===== src/rtl/cossim_pkg.sv =====
// Shared types and constants of the cosine similarity accumulator.
`default_nettype none

package cossim_pkg;

	localparam int ELEM_PORT_W = 16;
	localparam int COS_W = 16;
	localparam int DOT_W = 48;
	localparam int HALF_W = DOT_W / 2;
	localparam int PROD_W = 2 * DOT_W;
	localparam int K_W = 16;
	localparam int IDX_W = 4;
	localparam int T_SHIFT = 30;
	localparam int Q_W = PROD_W + K_W;
	localparam int SRCH_W = 128;
	localparam int STEP_W = 3;

	localparam logic [IDX_W-1:0] K_TOP = IDX_W'(K_W - 1);
	localparam logic [IDX_W-1:0] K_BOTTOM = '0;
	localparam logic [STEP_W-1:0] MUL_LAST = '1;
	localparam logic signed [COS_W-1:0] COS_MAX = {1'b0, {(COS_W-1){1'b1}}};

	typedef enum logic [2:0] {
		ST_ACCUM,
		ST_MUL,
		ST_MDRAIN,
		ST_SRCH_A,
		ST_SRCH_B,
		ST_FIN
	} ctrl_state_t;

	typedef struct packed {
		logic              acc_en;
		logic              last;
		logic              mul_en;
		logic [STEP_W-1:0] mul_step;
		logic              cand_en;
		logic              upd_en;
		logic [IDX_W-1:0]  bit_idx;
		logic              res_load;
	} cmd_t;

	typedef struct packed {
		logic pass;
		logic out_free;
	} sts_t;

endpackage

`default_nettype wire


===== src/rtl/cossim_ctrl.sv =====
// Controller: accumulate, multiply, bitwise root search and result hand-off sequencing.
`default_nettype none

module cossim_ctrl (
	input  logic               clk,
	input  logic               arst_n,
	input  logic               in_valid,
	input  logic               in_last,
	output logic               in_ready,
	input  cossim_pkg::sts_t   sts,
	output cossim_pkg::cmd_t   cmd
);
	import cossim_pkg::*;

	ctrl_state_t       state_q;
	ctrl_state_t       state_d;
	logic [STEP_W-1:0] step_q;
	logic [IDX_W-1:0]  j_q;

	always_ff @(posedge clk or negedge arst_n) begin
		if (!arst_n) begin
			state_q <= ST_ACCUM;
			step_q  <= '0;
			j_q     <= K_TOP;
		end else begin
			state_q <= state_d;
			if (state_q == ST_MUL) begin
				step_q <= step_q + 1'b1;
			end else begin
				step_q <= '0;
			end
			if (state_q == ST_MDRAIN) begin
				j_q <= K_TOP;
			end else if (state_q == ST_SRCH_B && state_d == ST_SRCH_A) begin
				j_q <= j_q - 1'b1;
			end
		end
	end

	always_comb begin
		state_d = state_q;
		case (state_q)
			ST_ACCUM: begin
				if (in_valid && in_last) begin
					state_d = ST_MUL;
				end
			end
			ST_MUL: begin
				if (step_q == MUL_LAST) begin
					state_d = ST_MDRAIN;
				end
			end
			ST_MDRAIN: state_d = ST_SRCH_A;
			ST_SRCH_A: state_d = ST_SRCH_B;
			ST_SRCH_B: begin
				if ((sts.pass && j_q == K_TOP) || j_q == K_BOTTOM) begin
					state_d = ST_FIN;
				end else begin
					state_d = ST_SRCH_A;
				end
			end
			ST_FIN: begin
				if (sts.out_free) begin
					state_d = ST_ACCUM;
				end
			end
			default: state_d = ST_ACCUM;
		endcase
	end

	always_comb begin
		in_ready     = 1'b0;
		cmd          = '0;
		cmd.mul_step = step_q;
		cmd.bit_idx  = j_q;
		cmd.last     = in_last;
		case (state_q)
			ST_ACCUM: begin
				in_ready   = 1'b1;
				cmd.acc_en = in_valid;
			end
			ST_MUL:    cmd.mul_en = 1'b1;
			ST_MDRAIN: cmd.mul_en = 1'b0;
			ST_SRCH_A: cmd.cand_en = 1'b1;
			ST_SRCH_B: cmd.upd_en = 1'b1;
			ST_FIN:    cmd.res_load = sts.out_free;
			default:   cmd.acc_en = 1'b0;
		endcase
	end

	a_idx_steps: assert property (@(posedge clk) disable iff (!arst_n)
		(state_q == ST_SRCH_B && state_d == ST_SRCH_A) |=> (j_q == $past(j_q) - 1'b1))
		else $error("search index did not step down by one");

endmodule

`default_nettype wire


===== config.mk =====
export PLATFORM = sky130hd
export DESIGN_NAME = cossim_ctrl
export DESIGN_NICKNAME = d
export VERILOG_FILES = /design/src/rtl/cossim_pkg.sv /design/src/rtl/cossim_ctrl.sv
export SDC_FILE = /design/constraint.sdc
export NUM_CORES = 1
export LEC_CHECK = 0
export CAP_MARGIN = 30
export CORE_UTILIZATION = 25
export CTS_BUF_LIST = sky130_fd_sc_hd__clkbuf_8
export DETAILED_ROUTE_END_ITERATION = 10
export DONT_BUFFER_PORTS = 1
export SYNTH_ARGS = -nofsm -noshare
export SYNTH_HDL_FRONTEND = slang
export SYNTH_SLANG_ARGS = --single-unit

===== constraint.sdc =====
create_clock -name clk -period 1.7 [get_ports clk]
set_clock_uncertainty 0.15 [all_clocks]
set_input_delay 0.085 -clock clk [delete_from_list [all_inputs] [get_ports clk]]
set_output_delay 0.085 -clock clk [all_outputs]
set_load 0.02 [all_outputs]

==> impl_results.md <==
- Core area: 2477 um2
- Vias: 609
- Diodes inserted: 0
- Root Buffer: clkbuf_8
- Met2 wire len: 843 um
- Setup crit start kind: flip-flop
- Routability-driven placement congestion ratio: 0.8088
- Largest net degree at the start of global routing: 14
- DRC Markers: 0
- Mapped Area: 656.9 um2
- Port Buffers: 0
- Final Setup Violations: 0
- Vias per cell: 5.118
- Seq/Total Area, Yosys: 38.86%
- Status: finished, final reports clean
- Synth area leaders: dfrtp_1 23%, dfstp_2 16%, ha_1 7.6%, and2_1 3.8%, nand2_1 3.4%
- Synthesized area per cell: 9.660 um2
- Placed cell area: 792.0 um2
- Mapped Nets: 78
- Yosys top cell by area: dfrtp_1
- Worst Hold Class: in -> out
- Crit Path Category: reg -> reg
- Register Area: 256.5 um2
- Clock sink total: 10
- First-pass GRT wire length: 2594 um
- Leak: 0.0004093 uW
- Layout Nets: 100
- Buf/Inv on CP: 0
- H-tree Lvls: 1
- Die H: 53.26 um
- PwrDens: 1699 nW/um2
- Clock transition at path regs: 50 ps
- Post-Route WL: 1606 um
- Fin crit share: 96.70%
- Filler Cell Count: 267
- RSZ-0062 raised after global routing: yes
- Postcts setup bufs: 0
- Post-synth cell types: 34
- Post-synth EDFFs: 0
- VDD IR max: 0.7540 mV
- Worst path max stage delay: 560 ps
- Clock Latency Late Sink: 240 ps
- Synth Instances: 68
- Finished layout cell area: 924.6 um2
- Grt total ovfl: 0
- Die width: 53.26 um
- Reg-to-reg setup timing slack: 60 ps
- CTS buffer count: 3
- Slew headroom: 68.39%
- CP Max Fanout: 5
- Row count: 18
- Max-slew violations: 0
- Critical Path AT: 1660 ps
- Peak Freq: 608.3 MHz
- Max Buffers Root-to-Sink: 2
- Die area: 2837 um2
- Ratio of cells with drive above 1 in the final layout: 41.57%
- CTS tree: done
- CP cell instances: ha_1, and4_4, nor4_4, o32a_2
- Final Critical Period: 1644 ps
- DR iter-0 viols: 9
- Final core occ: 37.32%
- Post-synth top cells: 6 x dfrtp_1, 6 x nand2_1
- Final Hold Viols: 0
- Worst Path Required: 1710 ps
- Yosys warns: 0
- WL met3: 88 um
- Multi-input combinational cell area: 392.9 um2
- Final ANT Viol Nets: 0
- Crit-path leading delay family: flip-flops
- Prevailing post-synth register cell: dfrtp_1
- Slowest CP cell: dfstp_2
- Top Ports: 20
- Max-cap violations: 0
- Initial antenna violation count: 0
- Top Metal Used: met4
- Vias in the first global route: 632
- Routed length per instance: 13.50 um
- Worst Tran Pin Value: 472.6 ps
- Yosys reg bits: 10
- DRT Pass-1 Iters: 4
- Async SR Flop Fraction: 100.0%
- Global-route usage over all layers: 12.99%
- Initial Utilization: 26.52%
- Layout area overhead: 40.76%
- Setup crit end kind: flip-flop
- Routed length on met1: 647 um
- Share of the synthesized area in the top cell type: 22.86%
-- flip-flops by register name, indices dropped and copies added (netlist names) --
register,flops
j_q,4
state_q,3
step_q,3
-- path summary, 6_finish.rpt --
path / start / endpoint / cells past startpoint
worst max-delay path: j_q[0] / j_q[0] / 4
worst min-delay path: in_last / cmd[11] / 0
worst max register to register: j_q[0] / j_q[0] / 4
worst min register to register: step_q[0] / step_q[0] / 2
max in group asynchronous: arst_n / state_q[0] / 1
min in group asynchronous: arst_n / state_q[1] / 1
-- layer usage --
layer / up-vias / track usage (%)
met5: - / 0
met4: 0 / 2.632
met1: 298 / 13.96
met2: 13 / 22.71
li1: 294 / -
met3: 4 / 6.322
-- worst register-to-register path, delay by kind of cell, from the launching register on --
family | cells | cell delay, ps
fa+ha+maj | 1 | 180
simple gates | 2 | 300
compound gates | 1 | 390
flops | 1 | 560
-- what timing repair did --
item,in CTS,in global routing
hold endpoints to repair,12,0
pin swaps,0,3
hold buffers,4,0
endpoints found under the setup margin,1,7
gates resized for setup,1,9
-- cell families (layout without fill, tap and decap cells) --
| group | Yosys count | after routing | share of synthesized area, % |
|---|---|---|---|
| and+or+nand+nor | 30 | 30 | 27.05 |
| AOI/OAI and AO/OA | 16 | 16 | 19.62 |
| DFF | 10 | 10 | 38.86 |
| buffers and inverters | 8 | 29 | 6.855 |
| adders and majority gates | 4 | 4 | 7.619 |
-- layout by cell type, fill, tap and decap left out, types with 2 or more instances in the layout --
cell type	instances
nor2_1	2
nand4_1	2
dfstp_2	4
inv_1	3
buf_4	17
nand3_1	2
clkbuf_8	4
nor2b_1	2
nand2_1	6
ha_1	3
dlygate4sd3_1	4
nor3_1	2
and3_1	2
o21ai_0	3
dfrtp_1	5
and2_1	3
nor3_2	2
-- power breakdown --
part	switching, uW	internal (uW)	total (uW)
Clock	97.8	204	302
Sequential	143	343	486
Combinational	405	378	783
-- stage by stage --
stage / instances / setup TNS [ps] / total power (uW) / hold WS (ps) / worst slack, ps
2_1_floorplan: 68 / 0 / 931.6 / -360.6 / 3.320
3_3_place_gp: 111 / 0 / 1186 / -360.3 / 20.65
3_5_place_dp: 111 / 0 / 1201 / -360.3 / 47.58
4_1_cts: 119 / 0 / 1535 / 20.17 / 8.820
5_1_grt: 119 / -12.40 / 1688 / 20.38 / -7.788
6_report: 119 / 0 / 1571 / 20.18 / 56.02
-- final cells by class --
| type | instances | area share [%] |
|---|---|---|
| Multi-Input combinational cell | 50 | 42.49 |
| Sequential cell | 10 | 27.74 |
| Timing Repair Buffer | 21 | 18.13 |
| Clock buffer | 4 | 5.954 |
| Tap cell | 30 | 4.060 |
| Inverter | 4 | 1.624 |
(Power assumes the default switching activity.)
